--- config.mk ---
export PLATFORM = sky130hd
export DESIGN_NAME = mcss_cfg
export DESIGN_NICKNAME = d
export VERILOG_FILES = /design/src/rtl/core/mcss_pkg.sv /design/src/rtl/core/mcss_cfg.sv
export SDC_FILE = /design/constraint.sdc
export NUM_CORES = 1
export LEC_CHECK = 0
export BUFFER_PORTS_ARGS = -buffer_cell sky130_fd_sc_hd__buf_2
export CAP_MARGIN = 25
export CORE_AREA = 4 4 80 82
export CTS_CLUSTER_DIAMETER = 30
export CTS_CLUSTER_SIZE = 10
export DETAILED_ROUTE_END_ITERATION = 16
export DIE_AREA = 0 0 84 86
export SKIP_LAST_GASP = 1
export SYNTH_ARGS = -nofsm -noshare
export SYNTH_HDL_FRONTEND = slang
export SYNTH_SLANG_ARGS = --single-unit
--- constraint.sdc ---
create_clock -name clk_i -period 0.8 [get_ports clk_i]
set_input_delay 0 -clock clk_i [delete_from_list [all_inputs] [get_ports clk_i]]
set_output_delay 0 -clock clk_i [all_outputs]
set_load 0.03 [all_outputs]
--- src/rtl/core/mcss_pkg.sv ---
`default_nettype none

package mcss_pkg;

  localparam int unsigned PITCH_CLASSES = 12;
  localparam int unsigned NOTE_W        = 4;
  localparam int unsigned STATE_W       = 2;
  localparam int unsigned RAND_W        = 16;
  localparam int unsigned WEIGHT_W      = 17;
  localparam int unsigned CDF_W         = 17;
  localparam int unsigned ROM_COLS      = 4;

  // Configuration register indexes.
  typedef logic [1:0] cfg_idx_t;
  localparam cfg_idx_t CFG_HARM_FIRST  = 2'd0;
  localparam cfg_idx_t CFG_HARM_SECOND = 2'd1;
  localparam cfg_idx_t CFG_HARM_THIRD  = 2'd2;

  localparam logic [WEIGHT_W-1:0] HARM_FIRST_RST  = 17'd32768;
  localparam logic [WEIGHT_W-1:0] HARM_SECOND_RST = 17'd19661;
  localparam logic [WEIGHT_W-1:0] HARM_THIRD_RST  = 17'd13107;

  // Harmony intervals in semitones above the main note.
  localparam logic [NOTE_W:0] HARM_STEP_FIRST  = 5'd4;
  localparam logic [NOTE_W:0] HARM_STEP_SECOND = 5'd6;
  localparam logic [NOTE_W:0] HARM_STEP_THIRD  = 5'd8;

  typedef logic [PITCH_CLASSES-1:0][CDF_W-1:0] pitch_cdf_t;
  typedef logic [ROM_COLS-1:0][CDF_W-1:0]      row_cdf_t;
  typedef row_cdf_t [ROM_COLS-1:0]             rom_cdf_t;

  // Running Q1.16 sums of the transition rows; element 0 is the first column.
  localparam pitch_cdf_t PITCH_CDF_FROM_C = {
    17'd65538, 17'd65538, 17'd65538, 17'd65538, 17'd65538, 17'd65538,
    17'd58984, 17'd52430, 17'd45876, 17'd39322, 17'd32768, 17'd13107
  };
  localparam pitch_cdf_t PITCH_CDF_OTHER = {
    17'd65537, 17'd65537, 17'd65537, 17'd65537, 17'd65537, 17'd65537,
    17'd58983, 17'd58983, 17'd52429, 17'd39322, 17'd26215, 17'd19661
  };
  localparam pitch_cdf_t PITCH_CDF_ZERO = '0;

  localparam rom_cdf_t OCTAVE_CDF = {
    {17'd0,     17'd0,     17'd0,     17'd0},
    {17'd65536, 17'd65536, 17'd32768, 17'd13107},
    {17'd65536, 17'd65536, 17'd45875, 17'd19661},
    {17'd65536, 17'd65536, 17'd52429, 17'd32768}
  };
  localparam rom_cdf_t DURATION_CDF = {
    {17'd0,     17'd0,     17'd0,     17'd0},
    {17'd65536, 17'd65536, 17'd19661, 17'd6554},
    {17'd65536, 17'd65536, 17'd45875, 17'd13107},
    {17'd65537, 17'd65537, 17'd58983, 17'd39322}
  };

  typedef struct packed {
    logic [RAND_W-1:0] rand_note;
    logic [RAND_W-1:0] rand_octave;
    logic [RAND_W-1:0] rand_first_harmony;
    logic [RAND_W-1:0] rand_second_harmony;
    logic [RAND_W-1:0] rand_length;
  } item_t;

  typedef struct packed {
    logic [NOTE_W-1:0]  note_out;
    logic [STATE_W-1:0] octave_out;
    logic [NOTE_W-1:0]  first_harmony_out;
    logic [NOTE_W-1:0]  second_harmony_out;
    logic [STATE_W-1:0] length_out;
  } chord_t;

  typedef struct packed {
    logic [NOTE_W-1:0]  pitch;
    logic [STATE_W-1:0] octave;
    logic [STATE_W-1:0] duration;
  } chain_state_t;

  typedef struct packed {
    logic [WEIGHT_W-1:0] first;
    logic [WEIGHT_W-1:0] second;
    logic [WEIGHT_W-1:0] third;
  } harm_weights_t;

endpackage

`default_nettype wire

--- src/rtl/core/mcss_cfg.sv ---
`default_nettype none

module mcss_cfg (
  input  wire                               clk_i,
  input  wire                               rst_ni,
  input  wire                               cfg_we_i,
  input  mcss_pkg::cfg_idx_t                cfg_idx_i,
  input  wire [mcss_pkg::WEIGHT_W-1:0]      cfg_data_i,
  output mcss_pkg::harm_weights_t           weights_o
);
  import mcss_pkg::*;

  harm_weights_t weights_d, weights_q;

  always_comb begin
    weights_d = weights_q;
    if (cfg_we_i) begin
      unique case (cfg_idx_i)
        CFG_HARM_FIRST:  weights_d.first  = cfg_data_i;
        CFG_HARM_SECOND: weights_d.second = cfg_data_i;
        CFG_HARM_THIRD:  weights_d.third  = cfg_data_i;
        default:         weights_d = weights_q;
      endcase
    end
  end

  always_ff @(posedge clk_i or negedge rst_ni) begin
    if (!rst_ni) begin
      weights_q.first  <= HARM_FIRST_RST;
      weights_q.second <= HARM_SECOND_RST;
      weights_q.third  <= HARM_THIRD_RST;
    end else begin
      weights_q <= weights_d;
    end
  end

  assign weights_o = weights_q;

endmodule

`default_nettype wire

==> flow_summary.ini <==
[outcome]
status = finished with violations
violations = negative setup slack

[critical_path]
r2r_end = weights_o[17]
critPathLaunchType = flop
worst_ep_arrival_time_ns = 0.99
crit_buf_inv = 1
endpoint_kind = output pin
required_ns = 0.80
critPathMaxFanout = 2
cpPeakStageDelay_ns = 0.56
rr_worst_depth = 2
slowest_stage = dfstp_2
crit_family = flip-flops
r2r_slack_ns = -0.03
r2r-start = weights_o[17]
worst-setup-path-type = reg2out
crit_chain = buf_6

[power]
p_per_area_mw_per_mm2 = 2590
ir_worst_vdd_mv = 1.33
p_leak_nw = 1.63
p_total_mw = 8.78

[global_route]
grtUsageTotal_pct = 14.5
grt_overflow_total = 0
grt_pass1_wl_mm = 8.25
grt_max_degree = 52
antenna_found_initial = 0
grt_pass1_vias = 1567

[timing]
whs_ns = 0.211
hold_viol = 0
tightest_slew_ns = 0.273
rsz0062_at_grt = yes
fin_crit_ns = 0.989
final.setup_skew_ns = 0
finalCritPeriodShare_pct = 124
fmaxAchievable_ghz = 1.01
tns_ns = -4.93
setup_viol = 59
setup_ws_ns = -0.189
slew_violations = 0
relSlewSlack_pct = 81.8

[cells_and_area]
diodes = 0
area_growth_syn_to_layout_pct = 74.3
nNetsFinal = 243
layout-drive-gt1-share_pct = 87.4
largest_reg_flops = 51

[floorplan]
core_area_mm2 = 0.00575
die_area_mm2 = 0.00722
initial_core_util_pct = 33.9
die_h_um = 86
ios = 73
die_x_um = 84
rows = 28

[logic_synthesis]
synth_top_family_by_area = multiplexers
synthAdderAreaFrac_pct = 0
syn_inst = 108
avgSynthCellArea_um2 = 18.0
synth_compound_area_share_pct = 0
yosys_warnings = 0
synthesis.area_mm2 = 0.00195
synth-simple-area-share_pct = 2.12
yosysSeqAreaShare_pct = 66.7
ys_ff_latch = 51
synthesis.nets = 130
synth-xor-area-share_pct = 0
synth_mux_area_share_pct = 29.5
yosysUniqueCellTypes = 8

[placement]
globalplace.congestion = 0.712
portBuffers = 72
hpwl_mm = 3.25
dp_slack_ns = -0.225

[route]
wirelength_mm = 4.96
firstDrtPassIters = 4
via_per_inst = 4.51
antenna_left = 0
wire_per_inst_um = 16.7
num_vias = 1339
drt-initial-drc-count = 37
route.detailed.drc = 0

[flow_run]
drv_cap = 0

[hold_path]
min_path_type = in2async

[cts]
clock_sinks = 51
clk_latency_ns = 0.30
ctsHtreeMaxLevel = 2
numCtsBuffers = 5
cts_buffer_depth = 2
cts_tree = yes
root_buffer = clkbuf_8
path_clk_slew_ns = 0.09
## Yosys cell counts
master | number | area [um2]
clkbuf_8 | 1 | 13.8
buf_6 | 1 | 11.3
nor3b_4 | 1 | 18.8
dfrtp_1 | 34 | 851
dfstp_2 | 17 | 447
nand3b_2 | 2 | 22.5
mux2_2 | 51 | 574
buf_4 | 1 | 7.51
## worst reg2reg max path, delay by kind of cell (launching register included)
family | cells | cell delay, ns
flops | 1 | 0.56
mux | 1 | 0.12
buf+inv | 1 | 0.10
## through the flow
stage / instances / utilization, % / area (um2)
2_1_floorplan: 108 / - / 2120
3_3_place_gp: 263 / 46.8 / 2690
3_5_place_dp: 263 / 46.8 / 2690
4_1_cts: 295 / 58.3 / 3350
5_1_grt: 297 / 59.0 / 3390
6_report: 297 / 59.0 / 3390
## power breakdown
group / leakage (nW) / switching (mW) / total, mW / internal [mW]
clock: 0.0612 / 0.804 / 1.82 / 1.01
combinational: 1.02 / 1.56 / 3.33 / 1.77
sequential: 0.556 / 0.398 / 3.63 / 3.24
total: 1.63 / 2.76 / 8.78 / 6.02
## final cells by class
| cell class | instances | area (um2) |
|---|---|---|
| tap | 75 | 93.8 |
| fill | 437 | 2350 |
| clock inverter | 2 | 35.0 |
| timing repair buffer | 109 | 1080 |
| multi-input combinational | 54 | 768 |
| clock buffer | 6 | 82.6 |
| sequential | 51 | 1330 |
## cell usage in the layout (no fill, tap or decap)
cell type,n
dfrtp_1,10
dfstp_2,17
dlygate4sd3_1,18
buf_12,5
dfrtp_2,24
buf_2,21
clkinv_2,1
bufinv_16,1
mux2_4,36
buf_4,9
nand3b_4,2
mux2_2,15
clkbuf_8,6
nor3b_4,1
buf_6,56
## cell families after synthesis
| logic type | Yosys count |
|---|---|
| buffers and inverters | 3 |
| flip-flops | 51 |
| multiplexers | 51 |
| AND/OR/NAND/NOR | 3 |
## per-layer routing
layer / wire [um] / GRT usage [%]
met1: 2150 / 18.5
met2: 2410 / 24.2
met3: 359 / 5.00
met4: 40 / 2.63
met5: 0 / 0
## timing repair
action / in CTS / in global routing
gates resized for setup: 102 / 7
setup buffers: 6 / 3
endpoints found under the hold margin: 102 / 0
hold buffers: 18 / 0
pin swaps: 0 / 0
setup endpoints to repair: 51 / 73
## worst max-delay path by stage
stage	from	endpoint	slack (ns)	depth (start not counted)
after CTS	weights_o[1]	weights_o[1]	-0.20	1
final	weights_o[4]	weights_o[4]	-0.19	1
after global routing	weights_o[9]	weights_o[9]	-0.24	1
after detailed placement	cfg_idx_i[0]	weights_o[39]	-0.22	4
after floorplan	cfg_idx_i[0]	weights_o[34]	-0.18	3
after global placement	cfg_idx_i[0]	weights_o[39]	-0.20	4
(Power assumes the default switching activity.)
