$ cat config.mk
export PLATFORM = sky130hd
export DESIGN_NAME = mcss_draw
export DESIGN_NICKNAME = d
export VERILOG_FILES = /design/src/rtl/core/mcss_pkg.sv /design/src/rtl/core/mcss_draw.sv
export SDC_FILE = /design/constraint.sdc
export NUM_CORES = 1
export LEC_CHECK = 0
export ABC_AREA = 1
export BUFFER_PORTS_ARGS = -buffer_cell sky130_fd_sc_hd__buf_2
export CORE_ASPECT_RATIO = 1.2
export CORE_UTILIZATION = 50
export DETAILED_ROUTE_END_ITERATION = 12
export GPL_ROUTABILITY_DRIVEN = 0
export PLACE_DENSITY = 0.78
export SYNTH_ARGS = -nofsm -noshare
export SYNTH_HDL_FRONTEND = slang
export SYNTH_SLANG_ARGS = --single-unit
$ cat constraint.sdc
create_clock -name vclk -period 4.8
set_clock_uncertainty 0.05 [all_clocks]
set_input_delay 0.24 -clock vclk [all_inputs]
set_output_delay 0.24 -clock vclk [all_outputs]
set_load 0.005 [all_outputs]
$ cat src/rtl/core/mcss_pkg.sv
`default_nettype none

package mcss_pkg;

  localparam int unsigned PITCH_CLASSES = 12;
  localparam int unsigned NOTE_W        = 4;
  localparam int unsigned STATE_W       = 2;
  localparam int unsigned RAND_W        = 16;
  localparam int unsigned WEIGHT_W      = 17;
  localparam int unsigned CDF_W         = 17;
  localparam int unsigned ROM_COLS      = 4;

  // Configuration register indexes.
  typedef logic [1:0] cfg_idx_t;
  localparam cfg_idx_t CFG_HARM_FIRST  = 2'd0;
  localparam cfg_idx_t CFG_HARM_SECOND = 2'd1;
  localparam cfg_idx_t CFG_HARM_THIRD  = 2'd2;

  localparam logic [WEIGHT_W-1:0] HARM_FIRST_RST  = 17'd32768;
  localparam logic [WEIGHT_W-1:0] HARM_SECOND_RST = 17'd19661;
  localparam logic [WEIGHT_W-1:0] HARM_THIRD_RST  = 17'd13107;

  // Harmony intervals in semitones above the main note.
  localparam logic [NOTE_W:0] HARM_STEP_FIRST  = 5'd4;
  localparam logic [NOTE_W:0] HARM_STEP_SECOND = 5'd6;
  localparam logic [NOTE_W:0] HARM_STEP_THIRD  = 5'd8;

  typedef logic [PITCH_CLASSES-1:0][CDF_W-1:0] pitch_cdf_t;
  typedef logic [ROM_COLS-1:0][CDF_W-1:0]      row_cdf_t;
  typedef row_cdf_t [ROM_COLS-1:0]             rom_cdf_t;

  // Running Q1.16 sums of the transition rows; element 0 is the first column.
  localparam pitch_cdf_t PITCH_CDF_FROM_C = {
    17'd65538, 17'd65538, 17'd65538, 17'd65538, 17'd65538, 17'd65538,
    17'd58984, 17'd52430, 17'd45876, 17'd39322, 17'd32768, 17'd13107
  };
  localparam pitch_cdf_t PITCH_CDF_OTHER = {
    17'd65537, 17'd65537, 17'd65537, 17'd65537, 17'd65537, 17'd65537,
    17'd58983, 17'd58983, 17'd52429, 17'd39322, 17'd26215, 17'd19661
  };
  localparam pitch_cdf_t PITCH_CDF_ZERO = '0;

  localparam rom_cdf_t OCTAVE_CDF = {
    {17'd0,     17'd0,     17'd0,     17'd0},
    {17'd65536, 17'd65536, 17'd32768, 17'd13107},
    {17'd65536, 17'd65536, 17'd45875, 17'd19661},
    {17'd65536, 17'd65536, 17'd52429, 17'd32768}
  };
  localparam rom_cdf_t DURATION_CDF = {
    {17'd0,     17'd0,     17'd0,     17'd0},
    {17'd65536, 17'd65536, 17'd19661, 17'd6554},
    {17'd65536, 17'd65536, 17'd45875, 17'd13107},
    {17'd65537, 17'd65537, 17'd58983, 17'd39322}
  };

  typedef struct packed {
    logic [RAND_W-1:0] rand_note;
    logic [RAND_W-1:0] rand_octave;
    logic [RAND_W-1:0] rand_first_harmony;
    logic [RAND_W-1:0] rand_second_harmony;
    logic [RAND_W-1:0] rand_length;
  } item_t;

  typedef struct packed {
    logic [NOTE_W-1:0]  note_out;
    logic [STATE_W-1:0] octave_out;
    logic [NOTE_W-1:0]  first_harmony_out;
    logic [NOTE_W-1:0]  second_harmony_out;
    logic [STATE_W-1:0] length_out;
  } chord_t;

  typedef struct packed {
    logic [NOTE_W-1:0]  pitch;
    logic [STATE_W-1:0] octave;
    logic [STATE_W-1:0] duration;
  } chain_state_t;

  typedef struct packed {
    logic [WEIGHT_W-1:0] first;
    logic [WEIGHT_W-1:0] second;
    logic [WEIGHT_W-1:0] third;
  } harm_weights_t;

endpackage

`default_nettype wire

$ cat src/rtl/core/mcss_draw.sv
`default_nettype none

module mcss_draw #(
  parameter int unsigned OCTAVE_STATES   = 3,
  parameter int unsigned DURATION_STATES = 3
) (
  input  mcss_pkg::chain_state_t  state_i,
  input  mcss_pkg::item_t         item_i,
  input  mcss_pkg::harm_weights_t weights_i,
  output mcss_pkg::chain_state_t  state_o,
  output mcss_pkg::chord_t        chord_o
);
  import mcss_pkg::*;

  // Inverse CDF over a pitch row: first column whose running sum exceeds r.
  function automatic logic [NOTE_W-1:0] pick_pitch(pitch_cdf_t cdf, logic [RAND_W-1:0] r);
    logic [NOTE_W-1:0] idx;
    idx = NOTE_W'(PITCH_CLASSES - 1);
    for (int i = PITCH_CLASSES - 1; i >= 0; i--) begin
      if ({1'b0, r} < cdf[i]) idx = NOTE_W'(i);
    end
    return idx;
  endfunction

  function automatic logic [STATE_W-1:0] pick_state(row_cdf_t cdf, int unsigned n,
                                                     logic [RAND_W-1:0] r);
    logic [STATE_W-1:0] idx;
    idx = STATE_W'(n - 1);
    for (int i = ROM_COLS - 1; i >= 0; i--) begin
      if (i < int'(n) && {1'b0, r} < cdf[i]) idx = STATE_W'(i);
    end
    return idx;
  endfunction

  function automatic logic [NOTE_W-1:0] add_mod12(logic [NOTE_W-1:0] note,
                                                   logic [NOTE_W:0] step);
    logic [NOTE_W:0] sum;
    sum = {1'b0, note} + step;
    if (sum >= (NOTE_W+1)'(PITCH_CLASSES)) sum = sum - (NOTE_W+1)'(PITCH_CLASSES);
    return sum[NOTE_W-1:0];
  endfunction

  localparam int unsigned SUM_W = WEIGHT_W + 2;

  pitch_cdf_t         pitch_row;
  logic [NOTE_W-1:0]  note;
  logic [SUM_W-1:0]   cum_first, cum_second, cum_third;

  always_comb begin
    if (state_i.pitch == '0) begin
      pitch_row = PITCH_CDF_FROM_C;
    end else if (state_i.pitch < NOTE_W'(PITCH_CLASSES)) begin
      pitch_row = PITCH_CDF_OTHER;
    end else begin
      pitch_row = PITCH_CDF_ZERO;
    end
  end

  assign note = pick_pitch(pitch_row, item_i.rand_note);

  assign cum_first  = SUM_W'(weights_i.first);
  assign cum_second = cum_first + SUM_W'(weights_i.second);
  assign cum_third  = cum_second + SUM_W'(weights_i.third);

  function automatic logic [NOTE_W-1:0] pick_harmony(logic [NOTE_W-1:0] base,
                                                      logic [RAND_W-1:0] r,
                                                      logic [SUM_W-1:0] c0,
                                                      logic [SUM_W-1:0] c1,
                                                      logic [SUM_W-1:0] c2);
    logic [SUM_W-1:0] rx;
    logic [NOTE_W:0]  step;
    rx = SUM_W'(r);
    if (rx < c0) begin
      step = HARM_STEP_FIRST;
    end else if (rx < c1) begin
      step = HARM_STEP_SECOND;
    end else if (rx < c2) begin
      step = HARM_STEP_THIRD;
    end else begin
      step = HARM_STEP_FIRST;
    end
    return add_mod12(base, step);
  endfunction

  always_comb begin
    state_o.pitch    = note;
    state_o.octave   = pick_state(OCTAVE_CDF[state_i.octave], OCTAVE_STATES,
                                  item_i.rand_octave);
    state_o.duration = pick_state(DURATION_CDF[state_i.duration], DURATION_STATES,
                                  item_i.rand_length);

    chord_o.note_out           = note;
    chord_o.octave_out         = state_o.octave;
    chord_o.first_harmony_out  = pick_harmony(note, item_i.rand_first_harmony,
                                              cum_first, cum_second, cum_third);
    chord_o.second_harmony_out = pick_harmony(note, item_i.rand_second_harmony,
                                              cum_first, cum_second, cum_third);
    chord_o.length_out         = state_o.duration;
  end

endmodule

`default_nettype wire

==> flow_metrics.py <==
metrics = {
    "status": {
        "status": "finished, violations left",
        "violations": "negative setup slack",
    },
    "detailed_routing": {
        "ant_nets": 0,
        "first_pass_iters": 5,
        "routed_via_density": 5.44,
        "num_vias": 8344,
        "wl_per_cell_um": 13.9,
        "wirelength_um": 21400,
        "drt_iter0_markers": 411,
        "drc": 0,
    },
    "die": {
        "coreArea_um2": 13400,
        "start_util": 0.519,
        "ios": 163,
        "die_h_um": 131,
        "die_area_um2": 14400,
        "rows": 46,
        "fp.dieW_um": 110,
    },
    "worst_setup_path": {
        "worstPathRequired_ns": 4.51,
        "crit_arrival_ns": 4.89,
        "crit_top_cell": "nand2_1",
        "cpPeakStageDelay_ns": 0.52,
        "critPathCaptureType": "primary output",
        "slowest_stage": "fa_1",
        "startpoint_type": "input port",
        "worstSetupPathType": "input port to primary output",
        "path_max_fanout": 3,
    },
    "logic_synthesis": {
        "synthCells": 1077,
        "synth_top_area_frac": 0.410,
        "ys_types": 41,
        "yosys-top-cells-area": "ha_1 41%, nand2_1 13%, inv_1 8.1%, a21oi_1 7.6%, nand3_1 5.0%",
        "synth_top_cell_by_area": "ha_1",
        "ys_seq_area_frac": 0,
        "synthesis.nets": 1448,
        "avgSynthCellArea_um2": 6.46,
        "yosysWarnings": 0,
        "synth.top_cells.by_count": "232 x nand2_1, 228 x ha_1, 151 x inv_1",
        "yosysMostFrequentCell": "nand2_1",
        "syn_area_um2": 6960,
    },
    "layout": {
        "drive_above_1_share": 0.316,
        "layout.nets": 1738,
        "n_clock_buffer": 0,
        "n_fill_cell": 1072,
        "seq_area_um2": 0,
        "flops_and_latches": 0,
        "fin_util": 0.726,
        "multi_input_area_um2": 7080,
        "syn2layout_area_growth_pct": 40.0,
    },
    "global_routing": {
        "gr-total-overflow": 0,
        "grt_max_degree": 18,
        "grt_pass1_wl_um": 33000,
        "antenna_found_initial": 1,
        "track_usage": 0.278,
        "first_global_vias": 7902,
    },
    "power": {
        "power_density_nw_per_um2": 210,
        "internal-power_w": 0.000984,
        "p_comb_frac": 1.000,
        "clkPwrFrac": 0,
        "switchingPower_w": 0.00106,
        "power.share.sequential": 0,
        "p_total_w": 0.00205,
        "power.share.switching": 0.520,
        "ir_worst_vdd_uv": 190,
        "leakage_nw": 5.42,
    },
    "cts": {
        "cts_hold_buffers": 0,
    },
    "timing": {
        "setup_violations": 4,
        "setup_ws_ns": -0.383,
        "tightest_slew_ns": 0.666,
        "fmax_mhz": 193,
        "slew_headroom": 0.553,
        "fin_crit_sh": 1.08,
        "finalHoldViolations": 0,
        "worst_hold_slack_ns": 0.902,
        "min_period_ns": 5.18,
        "slew_violations": 0,
        "rsz0062_at_grt": "true",
    },
    "run": {
        "cap_viol_max_count": 0,
    },
    "worst_hold_path": {
        "hold_class": "input port to primary output",
    },
    "place": {
        "place_hpwl_um": 17200,
        "io_buffers": 163,
        "pre_cts_slack_ns": -0.635,
    },
}
==> per-layer routing <==
metal | part of all wire | up-vias | track usage
met5 | 0 | - | 0
met4 | 0.043 | 0 | 0.0933
met3 | 0.046 | 72 | 0.0139
met2 | 0.52 | 272 | 0.549
met1 | 0.39 | 3741 | 0.301
li1 | - | 4259 | -
==> kinds of logic after synthesis <==
group / share of synthesized area
AOI/OAI and AO/OA: 0.165
buffers and inverters: 0.0941
and+or+nand+nor: 0.282
adders and majority gates: 0.422
xor gates and xnor gates: 0.0376
==> area by class of cell <==
class | count | area share
inverter | 152 | 0.0588
tap | 168 | 0.0216
antenna | 1 | 0.000257
multi-input combinational | 913 | 0.727
timing repair buffer | 300 | 0.192
==> power by group through the flow <==
stage	clock [W]	combinational (W)	sequential, W
floorplan	0	0.00103	0
global placement	0	0.00162	0
detailed placement	0	0.00167	0
CTS	0	0.00182	0
global route	0.0000000000278	0.00229	0
finish	0.0000000000278	0.00205	0
==> stage by stage <==
stage | TNS, ns | cells | instance area [µm²]
final | -1.34 | 1534 | 9740
after global routing | -2.55 | 1534 | 9740
after CTS | -1.06 | 1524 | 9280
after detailed placement | -2.20 | 1512 | 8800
after global placement | -1.73 | 1512 | 8800
after floorplan | 0 | 1077 | 6990
==> cell usage in the layout (no fill, tap or decap), types with 19 or more instances in the layout <==
cell	n
a21oi_1	92
nor2_1	77
buf_2	159
o21ai_0	30
nand3_1	62
ha_1	209
nand4_1	20
buf_4	136
inv_1	143
nand2_1	209
ha_4	19
nand2_2	21
==> critical path: cells and delay by family <==
family / cells / cell delay (ns)
fa+ha+maj: 4 / 1.36
simple gates: 15 / 1.17
xor+xnor: 2 / 0.27
buf+inv: 9 / 0.80
compound gates: 7 / 1.05
==> worst paths after layout <==
kind,startpoint,end,depth (start not counted),slack (ns)
max,weights_i[21],chord_o[8],37,-0.38
min,item_i[48],state_o[2],5,0.90
==> what timing repair did <==
item,4_1_cts,5_1_grt
setup endpoints to repair,4,4
gates cloned,0,0
pin swaps,59,62
gates resized for setup,63,77
buffers inserted,15,10
Power figures use the tool's default switching activity.
